## src/hw/rtl/assert_macros.svh

```systemverilog
// Assertion macros shared by the deframer RTL
`ifndef ASSERT_MACROS_SVH
`define ASSERT_MACROS_SVH
`ifndef ASSERT_OFF
`define ASSERT_HOLDS(lbl, clk, rst_n, prop, msg) \
	lbl: assert property (@(posedge clk) disable iff (!rst_n) (prop)) else $error(msg);
`define ASSERT_NEXT(lbl, clk, rst_n, ante, cons, msg) \
	lbl: assert property (@(posedge clk) disable iff (!rst_n) (ante) |=> (cons)) \
		else $error(msg);
`else
`define ASSERT_HOLDS(lbl, clk, rst_n, prop, msg)
`define ASSERT_NEXT(lbl, clk, rst_n, ante, cons, msg)
`endif
`endif

```

## src/hw/rtl/lfrd_pkg.sv

```systemverilog
// Types and constants of the link frame record deframer
package lfrd_pkg;

	localparam int unsigned POS_W  = 11;
	localparam int unsigned QDEPTH = 4;
	localparam int unsigned QPTR_W = 2;
	localparam int unsigned QCNT_W = 3;

	localparam logic [POS_W-1:0] POS_TOTAL_HI  = 11'd8;
	localparam logic [POS_W-1:0] POS_TOTAL_LO  = 11'd9;
	localparam logic [POS_W-1:0] POS_SEQ_FIRST = 11'd10;
	localparam logic [POS_W-1:0] RECORDS_MIN   = 11'd14;
	localparam logic [POS_W-1:0] POS_MAX       = 11'd2047;
	localparam logic [1:0]       REC_HEADER    = 2'd3;

	localparam logic [2:0] PH_HEADER  = 3'd0;
	localparam logic [2:0] PH_ID      = 3'd1;
	localparam logic [2:0] PH_LEN_HI  = 3'd2;
	localparam logic [2:0] PH_LEN_LO  = 3'd3;
	localparam logic [2:0] PH_PAYLOAD = 3'd4;
	localparam logic [2:0] PH_SKIP    = 3'd5;
	localparam logic [2:0] PH_STOP    = 3'd6;

	localparam logic [1:0] KIND_HEADER  = 2'd0;
	localparam logic [1:0] KIND_PAYLOAD = 2'd1;
	localparam logic [1:0] KIND_DONE    = 2'd2;
	localparam logic [1:0] KIND_TICK    = 2'd3;

	localparam logic [1:0] ST_NEVER  = 2'd0;
	localparam logic [1:0] ST_ACTIVE = 2'd1;
	localparam logic [1:0] ST_TIMEOUT = 2'd2;

	localparam logic FUNC_BYTE = 1'b0;
	localparam logic FUNC_TICK = 1'b1;

	localparam logic [1:0] REG_AREA_START = 2'd0;
	localparam logic [1:0] REG_ID_LIMIT   = 2'd1;
	localparam logic [1:0] REG_SIL_STEP   = 2'd2;
	localparam logic [1:0] REG_SIL_LIMIT  = 2'd3;

	localparam logic [9:0]  AREA_START_RST = 10'd16;
	localparam logic [8:0]  ID_LIMIT_RST   = 9'd64;
	localparam logic [15:0] SIL_STEP_RST   = 16'd5;
	localparam logic [15:0] SIL_LIMIT_RST  = 16'd10150;

	typedef struct packed {
		logic [9:0]  area_start;
		logic [8:0]  id_limit;
		logic [15:0] sil_step;
		logic [15:0] sil_limit;
	} cfg_t;

	typedef struct packed {
		logic [1:0]  kind;
		logic [7:0]  record_id;
		logic [15:0] payload_length;
		logic [7:0]  payload_byte;
		logic        record_done;
		logic [31:0] sequence_number;
		logic [1:0]  link_status;
		logic        run_last;
	} res_t;

	typedef struct packed {
		logic [1:0] n;
		res_t       r0;
		res_t       r1;
	} push_t;

endpackage

```

## src/hw/rtl/lfrd_frame_if.sv

```systemverilog
// Input channel: frame bytes and failed-read ticks
interface lfrd_frame_if;
	logic       valid;
	logic       ready;
	logic       func;
	logic [7:0] frame_byte;
	logic       frame_end;

	modport source (output valid, output func, output frame_byte, output frame_end,
		input ready);
	modport sink (input valid, input func, input frame_byte, input frame_end,
		output ready);
endinterface

```

## src/hw/rtl/lfrd_result_if.sv

```systemverilog
// Result channel: record headers, payload bytes, frame done and tick status
interface lfrd_result_if;
	logic        valid;
	logic        ready;
	logic [1:0]  kind;
	logic [7:0]  record_id;
	logic [15:0] payload_length;
	logic [7:0]  payload_byte;
	logic        record_done;
	logic [31:0] sequence_number;
	logic [1:0]  link_status;
	logic        run_last;

	modport source (output valid, output kind, output record_id, output payload_length,
		output payload_byte, output record_done, output sequence_number,
		output link_status, output run_last, input ready);
	modport sink (input valid, input kind, input record_id, input payload_length,
		input payload_byte, input record_done, input sequence_number,
		input link_status, input run_last, output ready);
endinterface

```

## src/hw/rtl/link_frame_record_deframer_unit.sv

```systemverilog
// Top level of the link frame record deframer with its register port
//
//  channel  dir  handshake     beat
//  frame    in   valid/ready   func, frame_byte, frame_end
//  result   out  valid/ready   kind, ids, lengths, byte, sequence, status, run_last
//  apb      in   psel/penable  four 32-bit registers at byte offsets 0, 4, 8, 12
//
// One beat is taken per cycle while frame.ready is high; its results enter a
// four-entry result queue in the same cycle and leave it one per cycle while
// result.ready is high. frame.ready is high while two or more entries are free.
// Reset clears the parse state, the link status and the queue; registers take
// their defaults. A stalled result holds at the queue head.
module link_frame_record_deframer_unit import lfrd_pkg::*; #(
	parameter int unsigned FRAME_BYTES = 1024
) (
	input  logic          clk,
	input  logic          arst_n,
	lfrd_frame_if.sink    frame,
	lfrd_result_if.source result,
	input  logic          psel,
	input  logic          penable,
	input  logic          pwrite,
	input  logic [3:0]    paddr,
	input  logic [31:0]   pwdata,
	output logic [31:0]   prdata,
	output logic          pready
);

	cfg_t  cfg_q;
	logic  space_ok;
	push_t push;
	logic  wr;

	assign pready = 1'b1;
	assign wr     = psel && penable && pwrite;

	always_ff @(posedge clk or negedge arst_n) begin
		if (!arst_n) begin
			cfg_q.area_start <= AREA_START_RST;
			cfg_q.id_limit   <= ID_LIMIT_RST;
			cfg_q.sil_step   <= SIL_STEP_RST;
			cfg_q.sil_limit  <= SIL_LIMIT_RST;
		end else if (wr) begin
			unique case (paddr[3:2])
				REG_AREA_START: cfg_q.area_start <= pwdata[9:0];
				REG_ID_LIMIT:   cfg_q.id_limit   <= pwdata[8:0];
				REG_SIL_STEP:   cfg_q.sil_step   <= pwdata[15:0];
				REG_SIL_LIMIT:  cfg_q.sil_limit  <= pwdata[15:0];
				default: begin
				end
			endcase
		end
	end

	always_comb begin
		unique case (paddr[3:2])
			REG_AREA_START: prdata = 32'(cfg_q.area_start);
			REG_ID_LIMIT:   prdata = 32'(cfg_q.id_limit);
			REG_SIL_STEP:   prdata = 32'(cfg_q.sil_step);
			REG_SIL_LIMIT:  prdata = 32'(cfg_q.sil_limit);
			default:        prdata = 32'd0;
		endcase
	end

	lfrd_parser #(
		.FRAME_BYTES(FRAME_BYTES)
	) u_parser (
		.clk      (clk),
		.arst_n   (arst_n),
		.cfg      (cfg_q),
		.space_ok (space_ok),
		.frame    (frame),
		.push     (push)
	);

	lfrd_out_queue u_queue (
		.clk      (clk),
		.arst_n   (arst_n),
		.push     (push),
		.space_ok (space_ok),
		.result   (result)
	);

endmodule

```

## src/hw/rtl/lfrd_parser.sv

```systemverilog
// Frame parser: header fields, record walk, link status and silence counter
`include "assert_macros.svh"
module lfrd_parser import lfrd_pkg::*; #(
	parameter int unsigned FRAME_BYTES = 1024
) (
	input  logic          clk,
	input  logic          arst_n,
	input  cfg_t          cfg,
	input  logic          space_ok,
	lfrd_frame_if.sink    frame,
	output push_t         push
);

	logic             acc;
	logic [POS_W-1:0] pos_q, pos_d;
	logic [15:0]      total_q, total_d;
	logic [31:0]      seq_q, seq_d;
	logic [POS_W-1:0] nrs_q, nrs_d;
	logic [2:0]       phase_q, phase_d;
	logic [7:0]       id_q, id_d;
	logic [15:0]      len_q, len_d;
	logic [15:0]      rem_q, rem_d;
	logic [1:0]       status_q, status_d;
	logic [15:0]      sil_q, sil_d;

	logic             in_range, at_last;
	logic [15:0]      len_new, rem_dec, fin_len, room;
	logic [16:0]      need, sil_sum;
	logic [17:0]      nxt;
	logic             fin_stop, keep;
	logic [POS_W-1:0] area_start;
	logic             r_valid, r_done;
	logic [1:0]       r_kind;
	logic [7:0]       r_data;

	assign frame.ready = space_ok;
	assign acc = frame.valid && space_ok;

	assign in_range = {1'b0, pos_q} < 12'(FRAME_BYTES);
	assign at_last  = {1'b0, pos_q} == 12'(FRAME_BYTES - 1);
	assign len_new  = {len_q[15:8], frame.frame_byte};
	assign rem_dec  = rem_q - 16'd1;
	assign fin_len  = (phase_q == PH_LEN_LO) ? len_new : len_q;
	assign nxt      = 18'(nrs_q) + 18'(REC_HEADER) + 18'(fin_len);
	assign fin_stop = nxt >= {2'b00, total_q};
	assign room     = total_q - 16'(nrs_q);
	assign need     = 17'(REC_HEADER) + {1'b0, len_new};
	assign keep     = {1'b0, id_q} < cfg.id_limit;
	assign area_start = ({1'b0, cfg.area_start} < RECORDS_MIN) ? RECORDS_MIN
		: {1'b0, cfg.area_start};
	assign sil_sum  = {1'b0, sil_q} + {1'b0, cfg.sil_step};

	always_comb begin
		pos_d    = pos_q;
		total_d  = total_q;
		seq_d    = seq_q;
		nrs_d    = nrs_q;
		phase_d  = phase_q;
		id_d     = id_q;
		len_d    = len_q;
		rem_d    = rem_q;
		status_d = status_q;
		sil_d    = sil_q;
		r_valid  = 1'b0;
		r_kind   = KIND_HEADER;
		r_data   = 8'd0;
		r_done   = 1'b0;

		if (frame.func == FUNC_TICK) begin
			if (status_q == ST_ACTIVE) begin
				if (sil_q < cfg.sil_limit)
					sil_d = sil_sum[16] ? 16'hFFFF : sil_sum[15:0];
				if (sil_d >= cfg.sil_limit)
					status_d = ST_TIMEOUT;
			end
		end else begin
			if (in_range) begin
				case (phase_q)
					PH_HEADER: begin
						if (pos_q == POS_TOTAL_HI)
							total_d = {frame.frame_byte, total_q[7:0]};
						else if (pos_q == POS_TOTAL_LO)
							total_d = {total_q[15:8], frame.frame_byte};
						else if (pos_q >= POS_SEQ_FIRST && pos_q < RECORDS_MIN)
							seq_d = {seq_q[23:0], frame.frame_byte};
						if (pos_q == RECORDS_MIN - 11'd1) begin
							nrs_d   = area_start;
							phase_d = PH_ID;
						end
					end
					PH_ID: begin
						if (pos_q == nrs_q) begin
							if (total_q > 16'(FRAME_BYTES) || 16'(pos_q) >= total_q) begin
								phase_d = PH_STOP;
							end else begin
								id_d    = frame.frame_byte;
								phase_d = PH_LEN_HI;
							end
						end
					end
					PH_LEN_HI: begin
						len_d   = {frame.frame_byte, 8'd0};
						phase_d = PH_LEN_LO;
					end
					PH_LEN_LO: begin
						len_d = len_new;
						if ({1'b0, room} < need) begin
							phase_d = PH_STOP;
						end else begin
							rem_d = len_new;
							if (keep) begin
								r_valid = 1'b1;
								r_kind  = KIND_HEADER;
								r_done  = (len_new == 16'd0);
							end
							if (len_new == 16'd0) begin
								// zero-length record ends at its header
								if (fin_stop) begin
									phase_d = PH_STOP;
								end else begin
									nrs_d   = nxt[POS_W-1:0];
									phase_d = PH_ID;
								end
							end else begin
								phase_d = keep ? PH_PAYLOAD : PH_SKIP;
							end
						end
					end
					PH_PAYLOAD, PH_SKIP: begin
						rem_d = rem_dec;
						if (phase_q == PH_PAYLOAD) begin
							r_valid = 1'b1;
							r_kind  = KIND_PAYLOAD;
							r_data  = frame.frame_byte;
							r_done  = (rem_dec == 16'd0);
						end
						if (rem_dec == 16'd0) begin
							if (fin_stop) begin
								phase_d = PH_STOP;
							end else begin
								nrs_d   = nxt[POS_W-1:0];
								phase_d = PH_ID;
							end
						end
					end
					default: begin
					end
				endcase
				if (at_last)
					phase_d = PH_STOP;
			end
			if (pos_q < POS_MAX)
				pos_d = pos_q + 11'd1;
			if (frame.frame_end) begin
				status_d = ST_ACTIVE;
				sil_d    = 16'd0;
			end
		end
	end

	// Pack the up to two results of this beat, compacted into slot 0 first.
	always_comb begin
		res_t a, d;
		a = '0;
		a.kind           = r_kind;
		a.record_id      = id_d;
		a.payload_length = len_d;
		a.payload_byte   = r_data;
		a.record_done    = r_done;
		a.link_status    = status_d;
		d = '0;
		d.kind            = KIND_DONE;
		d.sequence_number = seq_d;
		d.link_status     = status_d;
		d.run_last        = 1'b1;
		push = '0;
		if (acc) begin
			if (frame.func == FUNC_TICK) begin
				push.n = 2'd1;
				push.r0 = '0;
				push.r0.kind        = KIND_TICK;
				push.r0.link_status = status_d;
				push.r0.run_last    = 1'b1;
			end else if (frame.frame_end && r_valid) begin
				push.n  = 2'd2;
				push.r0 = a;
				push.r1 = d;
			end else if (frame.frame_end) begin
				push.n  = 2'd1;
				push.r0 = d;
			end else if (r_valid) begin
				push.n  = 2'd1;
				push.r0 = a;
				push.r0.run_last = 1'b1;
			end
		end
	end

	always_ff @(posedge clk or negedge arst_n) begin
		if (!arst_n) begin
			pos_q    <= '0;
			total_q  <= '0;
			seq_q    <= '0;
			nrs_q    <= '0;
			phase_q  <= PH_HEADER;
			id_q     <= '0;
			len_q    <= '0;
			rem_q    <= '0;
			status_q <= ST_NEVER;
			sil_q    <= '0;
		end else if (acc) begin
			status_q <= status_d;
			sil_q    <= sil_d;
			if (frame.func == FUNC_BYTE && frame.frame_end) begin
				// restart framing for the next frame
				pos_q   <= '0;
				total_q <= '0;
				seq_q   <= '0;
				nrs_q   <= '0;
				phase_q <= PH_HEADER;
				id_q    <= '0;
				len_q   <= '0;
				rem_q   <= '0;
			end else begin
				pos_q   <= pos_d;
				total_q <= total_d;
				seq_q   <= seq_d;
				nrs_q   <= nrs_d;
				phase_q <= phase_d;
				id_q    <= id_d;
				len_q   <= len_d;
				rem_q   <= rem_d;
			end
		end
	end

	`ASSERT_NEXT(a_tick_no_activate, clk, arst_n, acc && frame.func == FUNC_TICK && status_q == ST_NEVER, status_q == ST_NEVER, "tick made a silent link active")
	`ASSERT_NEXT(a_end_restarts, clk, arst_n, acc && frame.func == FUNC_BYTE && frame.frame_end, pos_q == '0 && phase_q == PH_HEADER && status_q == ST_ACTIVE, "frame end did not restart framing")
	`ASSERT_HOLDS(a_payload_left, clk, arst_n, (phase_q != PH_PAYLOAD && phase_q != PH_SKIP) || rem_q != 16'd0, "payload phase with nothing left")

endmodule

```

## src/hw/rtl/lfrd_out_queue.sv

```systemverilog
// Result queue: takes up to two results per beat, delivers one per beat while result.ready is high
`include "assert_macros.svh"
module lfrd_out_queue import lfrd_pkg::*; (
	input  logic          clk,
	input  logic          arst_n,
	input  push_t         push,
	output logic          space_ok,
	lfrd_result_if.source result
);

	res_t              ent_q [QDEPTH];
	logic [QPTR_W-1:0] wp_q, rp_q;
	logic [QCNT_W-1:0] count_q;
	logic              pop;
	res_t              head;

	assign space_ok = count_q <= QCNT_W'(QDEPTH - 2);
	assign pop      = result.valid && result.ready;
	assign head     = ent_q[rp_q];

	assign result.valid           = count_q != '0;
	assign result.kind            = head.kind;
	assign result.record_id       = head.record_id;
	assign result.payload_length  = head.payload_length;
	assign result.payload_byte    = head.payload_byte;
	assign result.record_done     = head.record_done;
	assign result.sequence_number = head.sequence_number;
	assign result.link_status     = head.link_status;
	assign result.run_last        = head.run_last;

	always_ff @(posedge clk) begin
		if (push.n != 2'd0)
			ent_q[wp_q] <= push.r0;
		if (push.n == 2'd2)
			ent_q[wp_q + QPTR_W'(1)] <= push.r1;
	end

	always_ff @(posedge clk or negedge arst_n) begin
		if (!arst_n) begin
			wp_q    <= '0;
			rp_q    <= '0;
			count_q <= '0;
		end else begin
			wp_q    <= wp_q + QPTR_W'(push.n);
			if (pop)
				rp_q <= rp_q + QPTR_W'(1);
			count_q <= count_q + QCNT_W'(push.n) - QCNT_W'(pop);
		end
	end

	`ASSERT_HOLDS(a_no_overflow, clk, arst_n, count_q <= QCNT_W'(QDEPTH), "result queue overflow")
	`ASSERT_NEXT(a_pop_drains, clk, arst_n, pop && push.n == 2'd0, count_q == $past(count_q) - QCNT_W'(1), "pop did not drain one entry")
	`ASSERT_NEXT(a_head_holds, clk, arst_n, result.valid && !result.ready, $stable(head) && result.valid, "stalled head beat changed")

endmodule
```

## src/flat_wrapper.sv

```systemverilog
// flat-port wrapper written by rule: the top's interface ports become plain ports
module link_frame_record_deframer_unit_flat import lfrd_pkg::*;
#(
	parameter int unsigned FRAME_BYTES = 1024
)
  (clk, arst_n, psel, penable, pwrite, paddr, pwdata, prdata, pready, frame_valid, frame_func, frame_frame_byte, frame_frame_end, frame_ready, result_valid, result_kind, result_record_id, result_payload_length, result_payload_byte, result_record_done, result_sequence_number, result_link_status, result_run_last, result_ready);
  lfrd_frame_if frame_i ();
  lfrd_result_if result_i ();
  input  logic clk;
  input  logic arst_n;
  input  logic psel;
  input  logic penable;
  input  logic pwrite;
  input  logic [3:0] paddr;
  input  logic [31:0] pwdata;
  output logic [31:0] prdata;
  output logic pready;
  input wire logic [$bits(frame_i.valid)-1:0] frame_valid;
  input wire logic [$bits(frame_i.func)-1:0] frame_func;
  input wire logic [$bits(frame_i.frame_byte)-1:0] frame_frame_byte;
  input wire logic [$bits(frame_i.frame_end)-1:0] frame_frame_end;
  output wire logic [$bits(frame_i.ready)-1:0] frame_ready;
  output wire logic [$bits(result_i.valid)-1:0] result_valid;
  output wire logic [$bits(result_i.kind)-1:0] result_kind;
  output wire logic [$bits(result_i.record_id)-1:0] result_record_id;
  output wire logic [$bits(result_i.payload_length)-1:0] result_payload_length;
  output wire logic [$bits(result_i.payload_byte)-1:0] result_payload_byte;
  output wire logic [$bits(result_i.record_done)-1:0] result_record_done;
  output wire logic [$bits(result_i.sequence_number)-1:0] result_sequence_number;
  output wire logic [$bits(result_i.link_status)-1:0] result_link_status;
  output wire logic [$bits(result_i.run_last)-1:0] result_run_last;
  input wire logic [$bits(result_i.ready)-1:0] result_ready;
  assign frame_i.valid = frame_valid;
  assign frame_i.func = frame_func;
  assign frame_i.frame_byte = frame_frame_byte;
  assign frame_i.frame_end = frame_frame_end;
  assign frame_ready = frame_i.ready;
  assign result_valid = result_i.valid;
  assign result_kind = result_i.kind;
  assign result_record_id = result_i.record_id;
  assign result_payload_length = result_i.payload_length;
  assign result_payload_byte = result_i.payload_byte;
  assign result_record_done = result_i.record_done;
  assign result_sequence_number = result_i.sequence_number;
  assign result_link_status = result_i.link_status;
  assign result_run_last = result_i.run_last;
  assign result_i.ready = result_ready;
  link_frame_record_deframer_unit #(.FRAME_BYTES(FRAME_BYTES)) u_core (.clk(clk), .arst_n(arst_n), .frame(frame_i), .result(result_i), .psel(psel), .penable(penable), .pwrite(pwrite), .paddr(paddr), .pwdata(pwdata), .prdata(prdata), .pready(pready));
endmodule
```

## config.mk

```make
export PLATFORM = sky130hd
export DESIGN_NAME = link_frame_record_deframer_unit_flat
export DESIGN_NICKNAME = d
export VERILOG_FILES = /design/src/hw/rtl/lfrd_pkg.sv /design/src/hw/rtl/lfrd_frame_if.sv /design/src/hw/rtl/lfrd_result_if.sv /design/src/hw/rtl/link_frame_record_deframer_unit.sv /design/src/hw/rtl/lfrd_parser.sv /design/src/hw/rtl/lfrd_out_queue.sv /design/src/flat_wrapper.sv
export VERILOG_INCLUDE_DIRS = /design/src /design/src/hw/rtl
export SDC_FILE = /design/constraint.sdc
export NUM_CORES = 1
export LEC_CHECK = 0
export BUFFER_PORTS_ARGS = -buffer_cell sky130_fd_sc_hd__buf_4
export CAP_MARGIN = 10
export CORE_MARGIN = 2
export CORE_UTILIZATION = 40
export CTS_CLUSTER_SIZE = 14
export DETAILED_ROUTE_END_ITERATION = 12
export SLEW_MARGIN = 40
export SYNTH_ARGS = -nofsm -noshare
export SYNTH_HDL_FRONTEND = slang
export SYNTH_HIERARCHICAL = 1
export SYNTH_SLANG_ARGS = --single-unit
```

## constraint.sdc

```tcl
create_clock -name clk -period 10.8 [get_ports clk]
set_clock_uncertainty 0.15 [all_clocks]
set_input_delay 0.54 -clock clk [delete_from_list [all_inputs] [get_ports clk]]
set_output_delay 0.54 -clock clk [all_outputs]
set_load 0.005 [all_outputs]
```

==> summary.txt <==
Clock tree
  – Clock transition at path regs: approximately 60 ps
  – TritonCTS clock tree: done
  – Root Buffer: clkbuf_16
  – Number of buffers created by CTS: 53
  – Clk sinks: between 400 and 500
  – Post-CTS Setup Bufs: 0
  – CTS resizes: 0
  – H-tree depth: 2
  – CTS Hold Bufs: 6
  – Latest clock arrival within the worst-skew pair: about 630 ps
  – CTS max path bufs: 3

Critical path
  – CP Class: reg -> reg
  – Setup crit start kind: flip-flop
  – Slowest CP cell: buf_4
  – Setup crit end: u_core/u_queue/ent_q[0][8]
  – Reg2Reg Depth: 28
  – FF-to-FF Start: u_core/u_parser/total_q[0]
  – RR Endpoint: u_core/u_queue/ent_q[0][8]
  – Worst setup path start: u_core/u_parser/total_q[0]
  – CP Data Required Time: ~11,000 ps
  – Critical Path AT: 8410 ps
  – Crit. End Element: flip-flop
  – Crit-path max FO: 41
  – R2R setup slack: about 2600 ps
  – Max incr delay on CP: ~660 ps

Timing
  – Slew Viols, Final: 0
  – Worst-Margin Slew: 862 ps
  – RSZ-0062 raised after global routing: no
  – Rel. slew slack: roughly 42%
  – Fmax: approximately 120 MHz
  – Hold Fails Final Rpt: 0
  – TNS Setup: 0 ps
  – Final setup fails: 0
  – Tcrit/Tclk final: 75.8%
  – Tmin final: slightly above 8000 ps

Hold path
  – Worst Hold Class: in -> reg

Synthesis
  – Syn. warnings: 6
  – Syn Std Cell Area: roughly 29,000 sq um
  – Async SR Flop Fraction: between 40% and 50%
  – Synth area leader: edfxtp_1
  – Yosys cell types: 91
  – Yosys reg bits: between 400 and 500
  – Post-synth top area share: approximately 30%
  – Count leader, synth: mux2_2
  – Number of synthesized flops with an enable pin: between 200 and 300
  – Synth area leaders: edfxtp_1 (29%), dfrtp_1 (16%), mux2_2 (13%), mux4_2 (6.2%), ha_1 (6.2%)
  – Gate Count Post-Synth: approximately 2,300
  – Register area share after synthesis: 46.1%
  – Commonest cells in the netlist: mux2_2 (325), edfxtp_1 (280), dfrtp_1 (177)
  – Syn Area/Cell: 12.3 sq um
  – Primary FF master, synth: edfxtp_1

Drt
  – Post-DRT Antenna Nets: 0
  – Routed vias: between 15,000 and 20,000
  – Via/cell ratio: roughly 5.7
  – DRT iter0 DRCs: 1,370
  – Detailed-route wire length per cell: around 23 microns
  – Routed WL: approximately 76 mm
  – DR pass1 iterations: 6
  – Detailed-route DRC error count: 0

Cells and area
  – Synth-to-Final Area Change: 11.8%
  – Share of cells above drive strength 1: 28.7%
  – Nets: approximately 2,600
  – Post-Layout Cell Count: roughly 3,400
  – Area occupied by registers: 13,200 sq um
  – Fillers: ~6,400
  – Area used by multi-input combinational logic: 14,200 sq um

Power and ir drop
  – Internal: between 4000 and 5000 uW
  – Clock power frac: between 20% and 30%
  – Seq pwr share: 32.9%
  – Logic pwr share: a little over two fifths
  – Sw Pwr: around 2900 uW
  – PwrDens: ~240 nW/um^2
  – Leakage power: approximately 0.013 uW
  – Sw Share: 37.3%
  – VDD IR max: around 140 uV

Placement
  – Input/output buffers: 122
  – Gpl congestion: ~0.90
  – HPWL after DPL: 50.5 mm
  – Placed instance count: 3,259

Global route
  – First-pass GRT wire length: 117 mm
  – Initial antenna violation count: 1
  – GRT Util Overall: approximately a fifth
  – GRT overflow: 0
  – Largest net degree at the start of global routing: 74
  – Vias in the first global route: around 20,000

Die
  – Die width: 271 microns
  – Initial Util: 40.6%
  – Area of the core: roughly 70,000 sq um
  – # rows: 97
  – Die Ht: roughly 270 microns
  – Die footprint: 73,500 sq um
  – I/O pin cnt: roughly 160

Job
  – Maximum capacitance violations: 0

Run status
  – Status: completed
## worst max-delay path: cells and delay by family (launching register included)
| kind | cells | cell delay (ps) |
|---|---|---|
| AND/OR/NAND/NOR | 8 | 1310 |
| adder cells (fa/ha/maj) | 4 | 1020 |
| XOR/XNOR | 1 | 170 |
| buffers and inverters | 6 | 2110 |
| flip-flops | 1 | 440 |
| multiplexers | 1 | 420 |
| AO/OA/AOI/OAI | 8 | 2200 |
## cell families after synthesis
logic type | Yosys count | share of synthesized area, %
compound gates | 394 | 9.96
fa+ha+maj | 146 | 6.50
other cells | 3 | 0.0394
xor+xnor | 74 | 2.27
simple gates | 476 | 8.49
buf+inv | 282 | 5.11
mux | 470 | 21.6
flops | 469 | 46.1
## layer usage
layer  vias up  share of wire, %  track usage, %
met5         -                 0               0
met4         0               2.8            6.46
met3       119               4.6            2.62
met2       505                49            35.8
met1      9813                43            26.3
li1       8818                 -               -
## cells in the final DEF (no fill, tap or decap), drive strengths merged, types with 12 or more instances in the layout
cell type / n
or3: 12
and3: 14
mux2: 341
nor3: 32
and2: 22
edfxtp: 280
nand2: 87
dfstp: 12
clkbuf: 84
conb: 51
nand2b: 15
o22a: 24
xor2: 33
mux2i: 50
mux4: 79
inv: 87
nor2: 167
a22o: 60
a21o: 21
buf: 153
xnor2: 41
a21oi: 74
dfrtp: 177
o21ai: 85
a32o: 25
nand3: 24
nor2b: 26
ha: 142
nand4: 14
nor4: 26
## worst min-delay path by stage
stage               slack, ps  depth (start not counted)                       from                        end
floorplan                  90                          0                     arst_n            u_core/cfg_q[0]
global placement          330                          1  u_core/u_parser/seq_q[29]  u_core/u_parser/seq_q[29]
detailed placement        330                          1  u_core/u_parser/seq_q[29]  u_core/u_parser/seq_q[29]
CTS                       0.7                          2                 pwdata[11]           u_core/cfg_q[27]
global route                5                          2                 pwdata[11]           u_core/cfg_q[27]
finish                     40                          2                 pwdata[11]           u_core/cfg_q[27]
## final cells by class
cell class              count  share of cell area [%]
diodes                      1                 0.00784
clock buffers              83                    4.70
clock inverters            16                   0.709
inverters                  86                    1.01
multi-input cells        1611                    44.6
flip-flops and latches    469                    41.2
well taps                 940                    3.68
repair buffers            160                    4.08
## through the flow
stage	hold WS (ps)	power, uW	worst slack, ps	utilization (%)	instance area (sq um)
floorplan	94.4	4780	135	-	28700
global placement	334	5790	2060	42.6	30000
detailed placement	331	5860	2630	42.7	30100
CTS	0.738	7700	2590	45.3	31900
global route	5.10	8140	2080	45.3	31900
finish	35.9	7660	2610	45.3	31900
## power by group through the flow
stage	sequential, uW	combinational (uW)	clock, uW
floorplan	2360	2420	0
global placement	2540	3250	0
detailed placement	2560	3310	0
CTS	2520	3340	1840
global route	2560	3680	1900
finish	2520	3340	1800
## flip-flops by register name (all words and copies together) (netlist names)
| signal | cells |
|---|---|
| u_core/u_parser/sil_q | 16 |
| u_core/cfg_q | 51 |
| u_core/u_queue/rp_q | 2 |
| u_core/u_parser/status_q | 2 |
| u_core/u_parser/total_q | 16 |
| u_core/u_parser/phase_q | 3 |
| u_core/u_parser/nrs_q | 11 |
| u_core/u_queue/wp_q | 2 |
| u_core/u_parser/id_q | 8 |
| u_core/u_parser/len_q | 16 |
| u_core/u_queue/ent_q | 280 |
| u_core/u_parser/pos_q | 11 |
| u_core/u_parser/seq_q | 32 |
| u_core/u_parser/rem_q | 16 |
| u_core/u_queue/count_q | 3 |
No activity file was read; power rests on OpenSTA's default activity.
